===== config.mk =====
export PLATFORM = sky130hd
export DESIGN_NAME = tty_line_editor_echo
export DESIGN_NICKNAME = d
export VERILOG_FILES = /design/src/tle_pkg.sv /design/src/tty_line_editor_echo.sv /design/src/tle_front.sv /design/src/tle_queue.sv /design/src/tle_back.sv
export SDC_FILE = /design/constraint.sdc
export NUM_CORES = 1
export LEC_CHECK = 0
export ABC_AREA = 0
export BUFFER_PORTS_ARGS = -buffer_cell sky130_fd_sc_hd__clkbuf_2
export CAP_MARGIN = 15
export CORE_MARGIN = 3
export CORE_UTILIZATION = 40
export CTS_CLUSTER_DIAMETER = 120
export DETAILED_ROUTE_END_ITERATION = 10
export PLACE_DENSITY = 0.72
export SYNTH_ARGS = -nofsm -noshare
export SYNTH_HDL_FRONTEND = slang
export SYNTH_SLANG_ARGS = --single-unit

===== constraint.sdc =====
create_clock -name clock -period 3.7 [get_ports clock]
set_input_delay 0.37 -clock clock [delete_from_list [all_inputs] [get_ports clock]]
set_output_delay 0.37 -clock clock [all_outputs]
set_load 0.01 [all_outputs]

===== src/tle_pkg.sv =====
// Shared types and constants for the terminal line editor with echo.
package tle_pkg;

   // Longest line the downstream line buffer is built for.
   localparam int LINE_MAX = 128;
   // The capacity register is 8 bits wide, so the limit never needs more.
   localparam logic [7:0] CAP_LIMIT = (LINE_MAX > 255) ? 8'd255 : 8'(LINE_MAX);
   localparam logic [7:0] CAP_RESET = 8'd128;

   localparam logic [7:0] CH_BS  = 8'h08;
   localparam logic [7:0] CH_DEL = 8'h7F;
   localparam logic [7:0] CH_CR  = 8'h0D;
   localparam logic [7:0] CH_LF  = 8'h0A;
   localparam logic [7:0] CH_ESC = 8'h1B;
   localparam logic [7:0] CH_BEL = 8'h07;
   localparam logic [7:0] CH_SP  = 8'h20;

   localparam int QUEUE_DEPTH = 4;
   localparam int QUEUE_AW    = $clog2(QUEUE_DEPTH);

   // Register index in the CSR map, taken from paddr[2].
   localparam logic CSR_IDX_LINE_CAPACITY = 1'b0;

   typedef enum logic [1:0] {
      CMD_STORE,
      CMD_BELL,
      CMD_ERASE,
      CMD_NEWLINE
   } cmd_kind_type;

   typedef struct packed {
      cmd_kind_type kind;
      logic [7:0]   char_code;
      logic [7:0]   pos;
   } cmd_type;

   typedef struct packed {
      logic empty;
      logic full;
   } queue_status_type;

   typedef struct packed {
      logic       echo_valid;
      logic [7:0] echo_byte;
      logic       store_valid;
      logic [7:0] store_index;
      logic [7:0] store_byte;
      logic       line_end;
      logic [7:0] line_length;
      logic       last;
   } result_type;

endpackage


===== src/tty_line_editor_echo.sv =====
// A byte's command passes the queue before its first echo is registered. Throughput:
// one result transaction per cycle from the single output register when rsp_tready is high;
// a backspace makes three results, a carriage return two, a stored or belled byte one.
// Input bytes are taken every cycle while the four-entry command queue has room.
// Reset (synchronous) clears the line position, the queue and the output register and
// sets line_capacity to 128.
module tty_line_editor_echo import tle_pkg::*; (
   input  logic        clock,
   input  logic        reset,
   input  logic        req_tvalid,
   output logic        req_tready,
   input  logic [7:0]  req_tdata,   // [7:0] rx_byte
   output logic        rsp_tvalid,
   input  logic        rsp_tready,
   // [0] echo_valid, [8:1] echo_byte, [9] store_valid, [17:10] store_index,
   // [25:18] store_byte, [26] line_end, [34:27] line_length, [39:35] zero
   output logic [39:0] rsp_tdata,
   output logic        rsp_tlast,
   input  logic        csr_psel,
   input  logic        csr_penable,
   input  logic        csr_pwrite,
   input  logic [2:0]  csr_paddr,
   input  logic [31:0] csr_pwdata,
   output logic [31:0] csr_prdata,
   output logic        csr_pready
);

   logic [7:0]       capacity_ff;
   logic [7:0]       capacity_in;
   logic             csr_write;
   logic             cmd_push;
   logic             cmd_pop;
   cmd_type          push_cmd;
   cmd_type          head_cmd;
   queue_status_type queue_status;

   assign csr_pready = 1'b1;
   assign csr_write  = csr_psel && csr_penable && csr_pwrite && csr_pready;
   assign csr_prdata = (csr_paddr[2] == CSR_IDX_LINE_CAPACITY) ? {24'b0, capacity_ff} : 32'b0;

   always_comb begin
      capacity_in = capacity_ff;
      if (csr_write && csr_paddr[2] == CSR_IDX_LINE_CAPACITY) begin
         capacity_in = csr_pwdata[7:0];
      end
   end

   always_ff @(posedge clock) begin
      if (reset) begin
         capacity_ff <= CAP_RESET;
      end else begin
         capacity_ff <= capacity_in;
      end
   end

   tle_front u_front (
      .clock        (clock),
      .reset        (reset),
      .req_tvalid   (req_tvalid),
      .req_tready   (req_tready),
      .req_tdata    (req_tdata),
      .capacity     (capacity_ff),
      .queue_status (queue_status),
      .cmd_push     (cmd_push),
      .cmd_out      (push_cmd)
   );

   tle_queue u_queue (
      .clock    (clock),
      .reset    (reset),
      .push     (cmd_push),
      .push_cmd (push_cmd),
      .pop      (cmd_pop),
      .head_cmd (head_cmd),
      .status   (queue_status)
   );

   tle_back u_back (
      .clock        (clock),
      .reset        (reset),
      .queue_status (queue_status),
      .head_cmd     (head_cmd),
      .cmd_pop      (cmd_pop),
      .rsp_tvalid   (rsp_tvalid),
      .rsp_tready   (rsp_tready),
      .rsp_tdata    (rsp_tdata),
      .rsp_tlast    (rsp_tlast)
   );

endmodule


===== src/tle_front.sv =====
// Front end: accepts received bytes, tracks the line position and issues commands.
module tle_front import tle_pkg::*; (
   input  logic             clock,
   input  logic             reset,
   input  logic             req_tvalid,
   output logic             req_tready,
   input  logic [7:0]       req_tdata,
   input  logic [7:0]       capacity,
   input  queue_status_type queue_status,
   output logic             cmd_push,
   output cmd_type          cmd_out
);

   logic [7:0] position_ff;
   logic [7:0] position_in;
   logic [7:0] cap_eff;
   logic       accept;
   logic       drop;

   assign req_tready = !queue_status.full;
   assign accept     = req_tvalid && req_tready;
   assign cap_eff    = (capacity > CAP_LIMIT) ? CAP_LIMIT : capacity;

   always_comb begin
      drop              = 1'b0;
      position_in       = position_ff;
      cmd_out.kind      = CMD_STORE;
      cmd_out.char_code = req_tdata;
      cmd_out.pos       = position_ff;
      if (req_tdata == CH_BS || req_tdata == CH_DEL) begin
         cmd_out.kind = CMD_ERASE;
         if (position_ff == 8'd0) begin
            drop = 1'b1;
         end else begin
            position_in = position_ff - 8'd1;
         end
      end else if (req_tdata == CH_ESC) begin
         drop = 1'b1;
      end else if (req_tdata == CH_CR) begin
         cmd_out.kind = CMD_NEWLINE;
         position_in  = 8'd0;
      end else if (position_ff >= cap_eff) begin
         cmd_out.kind = CMD_BELL;
      end else begin
         position_in = position_ff + 8'd1;
      end
   end

   assign cmd_push = accept && !drop;

   always_ff @(posedge clock) begin
      if (reset) begin
         position_ff <= 8'd0;
      end else if (accept) begin
         position_ff <= position_in;
      end
   end

endmodule


===== src/tle_queue.sv =====
// Short command queue that decouples the front end from the echo back end.
module tle_queue import tle_pkg::*; (
   input  logic             clock,
   input  logic             reset,
   input  logic             push,
   input  cmd_type          push_cmd,
   input  logic             pop,
   output cmd_type          head_cmd,
   output queue_status_type status
);

   cmd_type             entry_ff [QUEUE_DEPTH];
   logic [QUEUE_AW-1:0] wr_ptr_ff;
   logic [QUEUE_AW-1:0] wr_ptr_in;
   logic [QUEUE_AW-1:0] rd_ptr_ff;
   logic [QUEUE_AW-1:0] rd_ptr_in;
   logic [QUEUE_AW:0]   count_ff;
   logic [QUEUE_AW:0]   count_in;

   assign status.empty = (count_ff == '0);
   assign status.full  = (count_ff == (QUEUE_AW+1)'(QUEUE_DEPTH));
   assign head_cmd     = entry_ff[rd_ptr_ff];

   always_comb begin
      wr_ptr_in = push ? wr_ptr_ff + 1'b1 : wr_ptr_ff;
      rd_ptr_in = pop ? rd_ptr_ff + 1'b1 : rd_ptr_ff;
      count_in  = count_ff;
      if (push && !pop) begin
         count_in = count_ff + 1'b1;
      end else if (pop && !push) begin
         count_in = count_ff - 1'b1;
      end
   end

   always_ff @(posedge clock) begin
      if (reset) begin
         wr_ptr_ff <= '0;
         rd_ptr_ff <= '0;
         count_ff  <= '0;
      end else begin
         wr_ptr_ff <= wr_ptr_in;
         rd_ptr_ff <= rd_ptr_in;
         count_ff  <= count_in;
      end
   end

   always_ff @(posedge clock) begin
      if (push) begin
         entry_ff[wr_ptr_ff] <= push_cmd;
      end
   end

endmodule


===== src/tle_back.sv =====
// Back end: expands each command into its echo results behind an output register.
module tle_back import tle_pkg::*; (
   input  logic             clock,
   input  logic             reset,
   input  queue_status_type queue_status,
   input  cmd_type          head_cmd,
   output logic             cmd_pop,
   output logic             rsp_tvalid,
   input  logic             rsp_tready,
   output logic [39:0]      rsp_tdata,
   output logic             rsp_tlast
);

   typedef enum logic [1:0] {
      BEAT_FIRST,
      BEAT_SECOND,
      BEAT_THIRD
   } beat_type;

   beat_type   beat_ff;
   beat_type   beat_in;
   logic       valid_ff;
   logic       valid_in;
   result_type result_ff;
   result_type result_in;
   logic       load;

   assign load = !queue_status.empty && (!valid_ff || rsp_tready);

   always_comb begin
      result_in            = '0;
      result_in.echo_valid = 1'b1;
      case (head_cmd.kind)
         CMD_STORE: begin
            result_in.echo_byte   = head_cmd.char_code;
            result_in.store_valid = 1'b1;
            result_in.store_index = head_cmd.pos;
            result_in.store_byte  = head_cmd.char_code;
            result_in.last        = 1'b1;
         end
         CMD_BELL: begin
            result_in.echo_byte = CH_BEL;
            result_in.last      = 1'b1;
         end
         CMD_ERASE: begin
            result_in.echo_byte = (beat_ff == BEAT_SECOND) ? CH_SP : CH_BS;
            result_in.last      = (beat_ff == BEAT_THIRD);
         end
         CMD_NEWLINE: begin
            if (beat_ff == BEAT_FIRST) begin
               result_in.echo_byte   = CH_CR;
               result_in.store_valid = 1'b1;
               result_in.store_index = head_cmd.pos;
               result_in.store_byte  = CH_LF;
            end else begin
               result_in.echo_byte   = CH_LF;
               result_in.line_end    = 1'b1;
               result_in.line_length = head_cmd.pos;
               result_in.last        = 1'b1;
            end
         end
         default: begin
            result_in.last = 1'b1;
         end
      endcase
   end

   // The command leaves the queue together with its final result.
   assign cmd_pop = load && result_in.last;

   always_comb begin
      beat_in  = beat_ff;
      valid_in = valid_ff;
      if (load) begin
         valid_in = 1'b1;
         if (result_in.last) begin
            beat_in = BEAT_FIRST;
         end else begin
            case (beat_ff)
               BEAT_FIRST:  beat_in = BEAT_SECOND;
               BEAT_SECOND: beat_in = BEAT_THIRD;
               default:     beat_in = BEAT_FIRST;
            endcase
         end
      end else if (rsp_tready) begin
         valid_in = 1'b0;
      end
   end

   always_ff @(posedge clock) begin
      if (reset) begin
         beat_ff   <= BEAT_FIRST;
         valid_ff  <= 1'b0;
         result_ff <= '0;
      end else begin
         beat_ff  <= beat_in;
         valid_ff <= valid_in;
         if (load) begin
            result_ff <= result_in;
         end
      end
   end

   assign rsp_tvalid = valid_ff;
   assign rsp_tlast  = result_ff.last;
   assign rsp_tdata  = {5'b0, result_ff.line_length, result_ff.line_end,
                        result_ff.store_byte, result_ff.store_index,
                        result_ff.store_valid, result_ff.echo_byte,
                        result_ff.echo_valid};

endmodule


---- After elaboration in Yosys (flattened, before gate mapping) ----
Memories as Yosys holds them, arrays and structs flattened. A register that Yosys moved wholly into a read port is not among the register bits.
Index checks and enable logic that the tools add are counted.
storage, ports and cells
  register bits ........................... 62
  bits in writable memories ............... 72
  input port bits ......................... 50
  output and inout bits ................... 76
  word-level logic and storage cells ...... 95
  memories ................................ 1
memory list
  name              depth  bits a word  rd ports  clocked after memory_dff  wr ports  RTL line         RTL
  u_queue.entry_ff  4      18           1         1                         1         tle_queue.sv:12  cmd_type entry_ff [QUEUE_DEPTH];
cells by class
  $add $sub $neg .......................... 6
  order comparisons ....................... 2
  eq/ne operators ......................... 13
  mux-type cells .......................... 32
  bitwise gates (word level) .............. 1
  reduce and logical (&&, ||, !) cells .... 25
operators with widths
  cell                                              count
  two-way mux 8 bit                                 7
  one-hot mux 17 bit (2 select lines)               1
  one-hot mux 8 bit (4 select lines)                1
  two-way mux 17 bit                                1
  == test 8 x 4 -> 1 bit, second input constant     2
  two-way mux 2 bit                                 6
  two-way mux 10 bit                                1
  logical AND 1 bit                                 9
  two-way mux 3 bit                                 3
  two-way mux 9 bit                                 1
  adder 8 x 1 -> 8 bit, second input constant       1
  == test 8 x 5 -> 1 bit, second input constant     1
  == test 8 x 7 -> 1 bit, second input constant     1
  greater-or-equal comparator 8 bit                 1
  > comparator 8 bit, second input constant         1
  zero test 8 bit                                   1
  two-way mux 1 bit                                 8
  subtractor 8 x 1 -> 8 bit, second input constant  1
  == test 2 bit, second input constant              3
  zero test 1 bit                                   6
  two-way mux 6 bit                                 1
  adder 2 x 1 -> 2 bit, second input constant       2
  == test 2 x 1 -> 1 bit, second input constant     2
  zero test 2 bit                                   2
  other kinds (14)                                  16

---- Logic depth before layout (Yosys ltp) ----
Gate-level depths: netlist (run 1).
  word-level depth ........................ 9
  mapped depth ............................ 13
  mapped depth without buffers ............ 11

---- Hierarchy ----
A second synthesis (run 1) with hierarchy kept.
second synthesis, totals
  cell total of the unflattened synthesis .. 550
  area, all modules ....................... 6558.8 sq um
by module, submodules not included
  module                times used  cells an instance  area an instance (sq um)
  tle_queue             1           138                3067.9
  tle_back              1           218                1861.8
  tle_front             1           124                1003.5
  tty_line_editor_echo  1           70                 625.6

---- Least setup slack after synthesis (run 1) ----
Ideal clock, no wire load.
  kind .................................... register to register
  from .................................... register (tool-made name)
  to ...................................... register u_queue.count_ff[2]
  data arrival time ....................... 3.340 ns
  required time ........................... 3.629 ns
  path slack .............................. 0.288 ns
  stages on the path, launching flop included .. 14
  buffers on the path ..................... 2
  cells stage by stage .................... dfxtp_1 buf_2 buf_2 mux4_2 ha_1 inv_1 a21oi_1 o21ai_1 ha_1 inv_1 fa_1 xor2_1 or3_1 a21oi_1
RTL lines
  item                    RTL line         RTL
  end signal: assignment  tle_queue.sv:43  count_ff <= count_in;
  end: declaration        tle_queue.sv:17  logic [QUEUE_AW:0] count_ff;

==> reports/results.txt, run 1 <==
Final worst slack - 0.4362 ns
Slew Limit Fails - 0
Fin crit share - 88.21%
Post-Layout Inst Area - 7079 sq um
WL final - 12,710 um
I/O Pins - 126
Final nets - 669
Seq/Total Area, Yosys - 56.85%
Hpwl dp - 8931 um
Drt wl/cell - 15.97 um
Largest net degree at the start of global routing - 37
Final std cells w/o fill - 796
Final Hold Viols - 0
Min-delay src - csr_pwdata[3]
DRC Markers - 0
Share of cells above drive strength 1 - 23.20%
Dominant cell type by area after synthesis - edfxtp_1
Req. time, crit path - 4.05 ns
Setup bufs post-CTS - 0
Worst VDD drop - 0.3321 mV
Placed inst area - 6509 sq um
Mean post-synth cell area - 11.60 sq um
CTS tree - yes
Fmax - 306.4 MHz
Yosys warning total - 0
Die extent in x - 129.1 um
Slew HR - 47.46%
Antenna viol nets, final - 0
Via count - 4,208
Core area - 14,700 sq um
Final core utilization - 48.16%
Post-synth ARST share - 0%
Synth-to-Final Area Change - 16.88%
Max cap viols - 0
Clock-pin slew on the worst setup and hold paths - 0.06 ns
Setup crit end kind - flop
CTS sink count - 136
Final min period - 3.264 ns
Effective utilization at floorplan - 41.21%
Finish-stage setup viols - 0
DIE HEIGHT - 129.1 um
Hold Crit Class - in2reg
Tot GR Track Use - 15.74%
Distinct cell type count after synthesis - 61
Std cell rows - 44
Die area - 16,660 sq um
Synth Register Bits - 136
Drt via density - 5.286
Post-CTS sizing - 0
Setup_tns - 0 ns
PD cells - 663.2 nW/um^2
Hold-fix buffers, CTS - 0
First-pass DRT Iterations - 5
Cell area after synthesis - 6057 sq um
Critical path class - reg2reg
Ant. Diodes - 0
CP startpoint kind - flop
Synth top area cells - edfxtp_1 36%, dfxtp_1 21%, mux4_2 6.7%
Final RePlAce weighted congestion - 0.8128
Lkg Pwr - 2.702 nW
Clk_skew - 0.005248 ns
Port-buffer cells - 69
H-tree levels - 4
Post-synth EDFFs - 72
Area share of the largest cell type after synthesis - 35.70%
Setup slack at placement - 0.4730 ns
Clock buffer depth - 2
Worst-Margin Slew - 0.7881 ns
RSZ-0062 raised after global routing - no
First-pass GRT wire length - 20,400 um
CP arrival - 3.61 ns
Most used DFF post-synth - edfxtp_1
Mapped Cells - 522
Placed insts - 763
Drt first-iter violations - 286
Status - finished clean
Root Buffer - clkbuf_16
CTS buffer count - 17
GRT overflow - 0
Skew-Pair Late Insertion Delay - 0.42 ns
Initial antenna violation count - 0
Vias in the first global route - 4,067
Worst-path maximum fanout - 7
## per-layer routing
layer  wire length (um)  global-route usage (%)  vias up
li1                   -                       -     1990
met1               5273                   18.86     2021
met2               6406                   27.23      178
met3                814                   4.699       19
met4                218                   5.127        0
met5                  0                       0        -
## cell usage after synthesis, types with 12 or more instances
cell type  number
clkbuf_1       18
nand2_1        49
a22oi_1        16
nor2_1         63
buf_4          30
a21oi_1        42
ha_1           19
dfxtp_1        64
edfxtp_1       72
inv_1          14
nor3_1         12
mux4_2         18
## through the flow
stage	power (W)	hold WS, ns
after floorplan	0.002777	0.4402
after global placement	0.003060	0.4397
after detailed placement	0.003121	0.4447
after CTS	0.004722	0.1609
after global routing	0.004928	0.1694
final	0.004695	0.1787
## flip-flops by register name (all words and copies together), names as in the netlist, 2 cells and up, named ones only
| name | flops |
|---|---|
| capacity_ff | 8 |
| u_back.beat_ff | 2 |
| u_queue.wr_ptr_ff | 2 |
| u_queue.entry_ff | 72 |
| u_front.position_ff | 8 |
| u_back.rsp_tdata | 35 |
| u_queue.rd_ptr_ff | 2 |
| u_queue.count_ff | 3 |
## layout by cell type, fill, tap and decap left out, drive strengths merged, types with 2 or more instances in the layout
cell       n
edfxtp    72
dfxtp     64
clkinv    11
clkinvlp   2
xnor2      4
nand2b     6
nor2b     10
nor4       2
or3b       2
a211oi     5
bufinv     2
o311ai     2
xor2       2
nor3      13
a21oi     44
buf       12
ha        19
clkbuf    88
inv       15
o2bb2ai    3
o221ai     2
mux2i      3
conb      30
and4b      2
nand3b     2
nand4b     2
or3        4
o21ai     13
mux4      18
a22oi     16
and2       4
nand2     49
nand3      5
nor2      63
a31oi      3
## critical path, stage by stage, from the launching register on
cell     delay [ns]
dfxtp_1        0.42
mux4_2         0.58
ha_1           0.30
inv_1          0.13
a21oi_1        0.08
o21ai_1        0.36
ha_1           0.26
inv_1          0.06
fa_1           0.38
xor2_1         0.18
or3_1          0.31
a21oi_1        0.14
## cells by family after synthesis
kind of cell	share of synthesized area (%)
AO/OA/AOI/OAI	11.53
other	0.1240
adder cells (fa/ha/maj)	4.255
multiplexers	7.189
XOR/XNOR	0.8676
buffers and inverters	6.259
AND/OR/NAND/NOR	12.93
flip-flops	56.85
## report_power, final
group	switching, W	internal, W
clock network	0.000609	0.000980
registers	0.000119	0.00180
logic	0.000723	0.000466
## cell type report
cell class	instances	area (sq um)
clock buffer	18	429.2
clock inverter	14	133.9
fill	1272	7620
inverter	16	60.06
multi-input combinational	346	2340
sequential	136	3443
tap	184	230.2
timing repair buffer	82	442.9
## path summary, 6_finish.rpt
| kind | end | slack, ns | cells past startpoint |
|---|---|---|---|
| hold / removal | capacity_ff[3] | 0.18 | 3 |
| hold reg to reg | u_back.rsp_tdata[2] | 0.45 | 2 |
| setup / recovery | u_queue.count_ff[2] | 0.44 | 11 |
| setup reg to reg | u_queue.count_ff[2] | 0.44 | 11 |
(Power assumes the default switching activity.)
==> run 2: changes to the inputs <==
Settings changed: PLACE_DENSITY 0.72 to 0.69.
Clock period 3.7 ns to 4.1 ns, I/O delays scaled along.
==> run 2 against run 1 <==
Via count is essentially flat; sequential power shrank 9%; clock power shrank 4%; sequential share of layout area is essentially flat; clock-buffer cell count grew 6; fmax shrank 4.7%; critical path type unchanged; clock skew grew 0.0025 ns; global-route usage grew 0.43 points; core utilization is essentially flat.
==> reports/results.txt, run 2 (same netlist as run 1, synthesis figures left out) <==
Std cell rows - 44 (unchanged)
Critical path class - reg2reg
Hold depth - 3 (unchanged)
Antenna viol nets, final - 0 (unchanged)
First-pass DRT Iterations - 5 (unchanged)
RSZ-0062 raised after global routing - no
Hold Crit Class - in2reg
Skew-Pair Late Insertion Delay - 0.41 ns (about the same)
Reg2Reg Setup Slack - 0.68 ns (+0.24 ns)
Delay-heaviest family, CP - adder cells
Hpwl dp - 8695 um (-2.6%)
Top reg by flops - u_queue.entry_ff
Crit-path slowest cell - mux4_2
Crit path capture - u_queue.count_ff[2]
CTS sink count - 136 (unchanged)
Worst-Margin Slew - 1.116 ns (+0.3277 ns)
Reg2reg path depth - 11 (unchanged)
Hold-fix buffers, CTS - 0 (unchanged)
Synth-to-Final Area Change - 16.81% (about the same)
CP arrival - 3.76 ns (+0.15 ns)
GRT overflow - 0 (unchanged)
CTS tree - yes
Drt wl/cell - 16.31 um (+2.1%)
Final nets - 663 (-0.90%)
Die area - 16,660 sq um (unchanged)
Status - finished clean
Max cap viols - 0 (unchanged)
PD cells - 610.0 nW/um^2 (-8.0%)
CTS buffer count - 17 (unchanged)
Max FFs per register - 72 (unchanged)
Fin crit share - 83.51% (-4.7 points)
Logic pwr share - 24.2% (-1.1 points)
Worst-path maximum fanout - 7 (unchanged)
Buffers and inverters on the worst path - 2 (unchanged)
Setup_tns - 0 ns (unchanged)
Final std cells w/o fill - 790 (-0.75%)
Drt via density - 5.322 (+0.66%)
Fmax - 292.1 MHz (-4.7%)
DRC Markers - 0 (unchanged)
Setup bufs post-CTS - 0 (unchanged)
Clock buffer depth - 2 (unchanged)
Worst path max stage delay - 0.59 ns (about the same)
Drt first-iter violations - 303 (+5.9%)
Die extent in x - 129.1 um (unchanged)
Clk_skew - 0.007792 ns (+0.002544 ns)
Clock-pin slew on the worst setup and hold paths - 0.06 ns (about the same)
Req. time, crit path - 4.44 ns (+0.39 ns)
Most common cell after layout, fill and taps aside - edfxtp_1
First-pass GRT wire length - 20,910 um (+2.5%)
Largest net degree at the start of global routing - 61 (+65%)
Lkg Pwr - 2.698 nW (-0.12%)
Sw power - 0.001321 W (-9.0%)
Final min period - 3.424 ns (+0.1600 ns)
Commonest non-fill, non-tap cells in the layout - 72 x edfxtp_1, 69 x clkbuf_2, 64 x dfxtp_1
Slew HR - 25.04% (-22 points)
Initial antenna violation count - 0 (unchanged)
DIE HEIGHT - 129.1 um (unchanged)
Post-CTS sizing - 0 (unchanged)
Critical path, cell by cell - mux4_2, ha_1, inv_1, a21oi_1, o21ai_1, ha_1, inv_1, fa_1, xor2_1, or3_1, a21oi_1
Share of cells above drive strength 1 - 22.61% (-0.60 points)
Int Pwr - 0.002995 W (-7.7%)
Finish-stage setup viols - 0 (unchanged)
Placed insts - 758 (-0.66%)
WL final - 12,890 um (+1.3%)
Clock power frac - 35.5% (+1.6 points)
Flop pwr share - 40.3% (-0.5 points)
Setup crit end kind - flop
RR Endpoint - u_queue.count_ff[2]
Root Buffer - clkbuf_16
Tot GR Track Use - 16.18% (+0.43 points)
H-tree levels - 4 (unchanged)
I/O Pins - 126 (unchanged)
Port-buffer cells - 69 (unchanged)
Final core utilization - 48.14% (about the same)
CP startpoint kind - flop
Ant. Diodes - 0 (unchanged)
Vias in the first global route - 4,157 (+2.2%)
Worst VDD drop - 0.3387 mV (+2.0%)
Final Hold Viols - 0 (unchanged)
Core area - 14,700 sq um (unchanged)
Slew Limit Fails - 0 (unchanged)
Via count - 4,204 (-0.095%)
Effective utilization at floorplan - 41.21% (unchanged)
Crit. path cell count - 11 (unchanged)
Sw Ratio - 30.61% (-0.30 points)
Fillers - 1,266 (-0.47%)
Final RePlAce weighted congestion - 0.8060 (-0.84%)
==> run 2: how the worst min path moves through the flow <==
stage	start	end	slack (ns)
3_3_place_gp	u_back.rsp_tdata[2]	u_back.rsp_tdata[2]	0.44
5_1_grt	csr_pwdata[2]	capacity_ff[2]	0.20
3_5_place_dp	u_back.rsp_tdata[23]	u_back.rsp_tdata[23]	0.45
4_1_cts	csr_pwdata[6]	capacity_ff[6]	0.20
6_report	csr_pwdata[6]	capacity_ff[6]	0.22
2_1_floorplan	capacity_ff[0]	capacity_ff[0]	0.44
==> run 2: worst reg2reg max path, cell delays in order, from the launching register on <==
cell and delay [ns]:
dfxtp_1 0.54, mux4_2 0.60, ha_1 0.30, inv_1 0.12
a21oi_1 0.08, o21ai_1 0.35, ha_1 0.26, inv_1 0.06
fa_1 0.38, xor2_1 0.19, or3_1 0.31, a21oi_1 0.15
==> run 2: metrics by stage <==
stage                     total power [W]  hold WS (ns)  area (sq um)  worst slack [ns]
after detailed placement         0.002815        0.4474          6471            0.6811
after CTS                        0.004351        0.2004          7076            0.6441
final                            0.004316        0.2188          7076            0.6762
after global routing             0.004552        0.2019          7076            0.5249
after global placement           0.002756        0.4419          6471            0.8099
after floorplan                  0.002506        0.4402          6162            0.6883
==> run 2: routing by layer <==
layer	wire (um)	global-route usage (%)	share of wire [%]
met5	0	0	0
met4	286	5.744	2.2
met3	773	5.111	6.0
met2	6318	27.01	49
met1	5506	19.83	43
==> run 2: area by class of cell <==
cell class / instances / area, sq um / area share [%]
repair buffers: 76 / 397.9 / 5.623
clock inverters: 8 / 80.08 / 1.132
multi-input cells: 346 / 2340 / 33.07
flip-flops and latches: 136 / 3443 / 48.66
inverters: 16 / 60.06 / 0.8488
clock buffers: 24 / 524.3 / 7.409
well taps: 184 / 230.2 / 3.254
==> run 2: power groups by stage <==
| stage | clock [W] | sequential, W | combinational [W] |
|---|---|---|---|
| 6_report | 0.00153 | 0.00174 | 0.00105 |
| 5_1_grt | 0.00162 | 0.00176 | 0.00117 |
| 3_5_place_dp | 0 | 0.00177 | 0.00105 |
| 2_1_floorplan | 0 | 0.00176 | 0.000751 |
| 3_3_place_gp | 0 | 0.00175 | 0.00100 |
| 4_1_cts | 0.00156 | 0.00174 | 0.00105 |
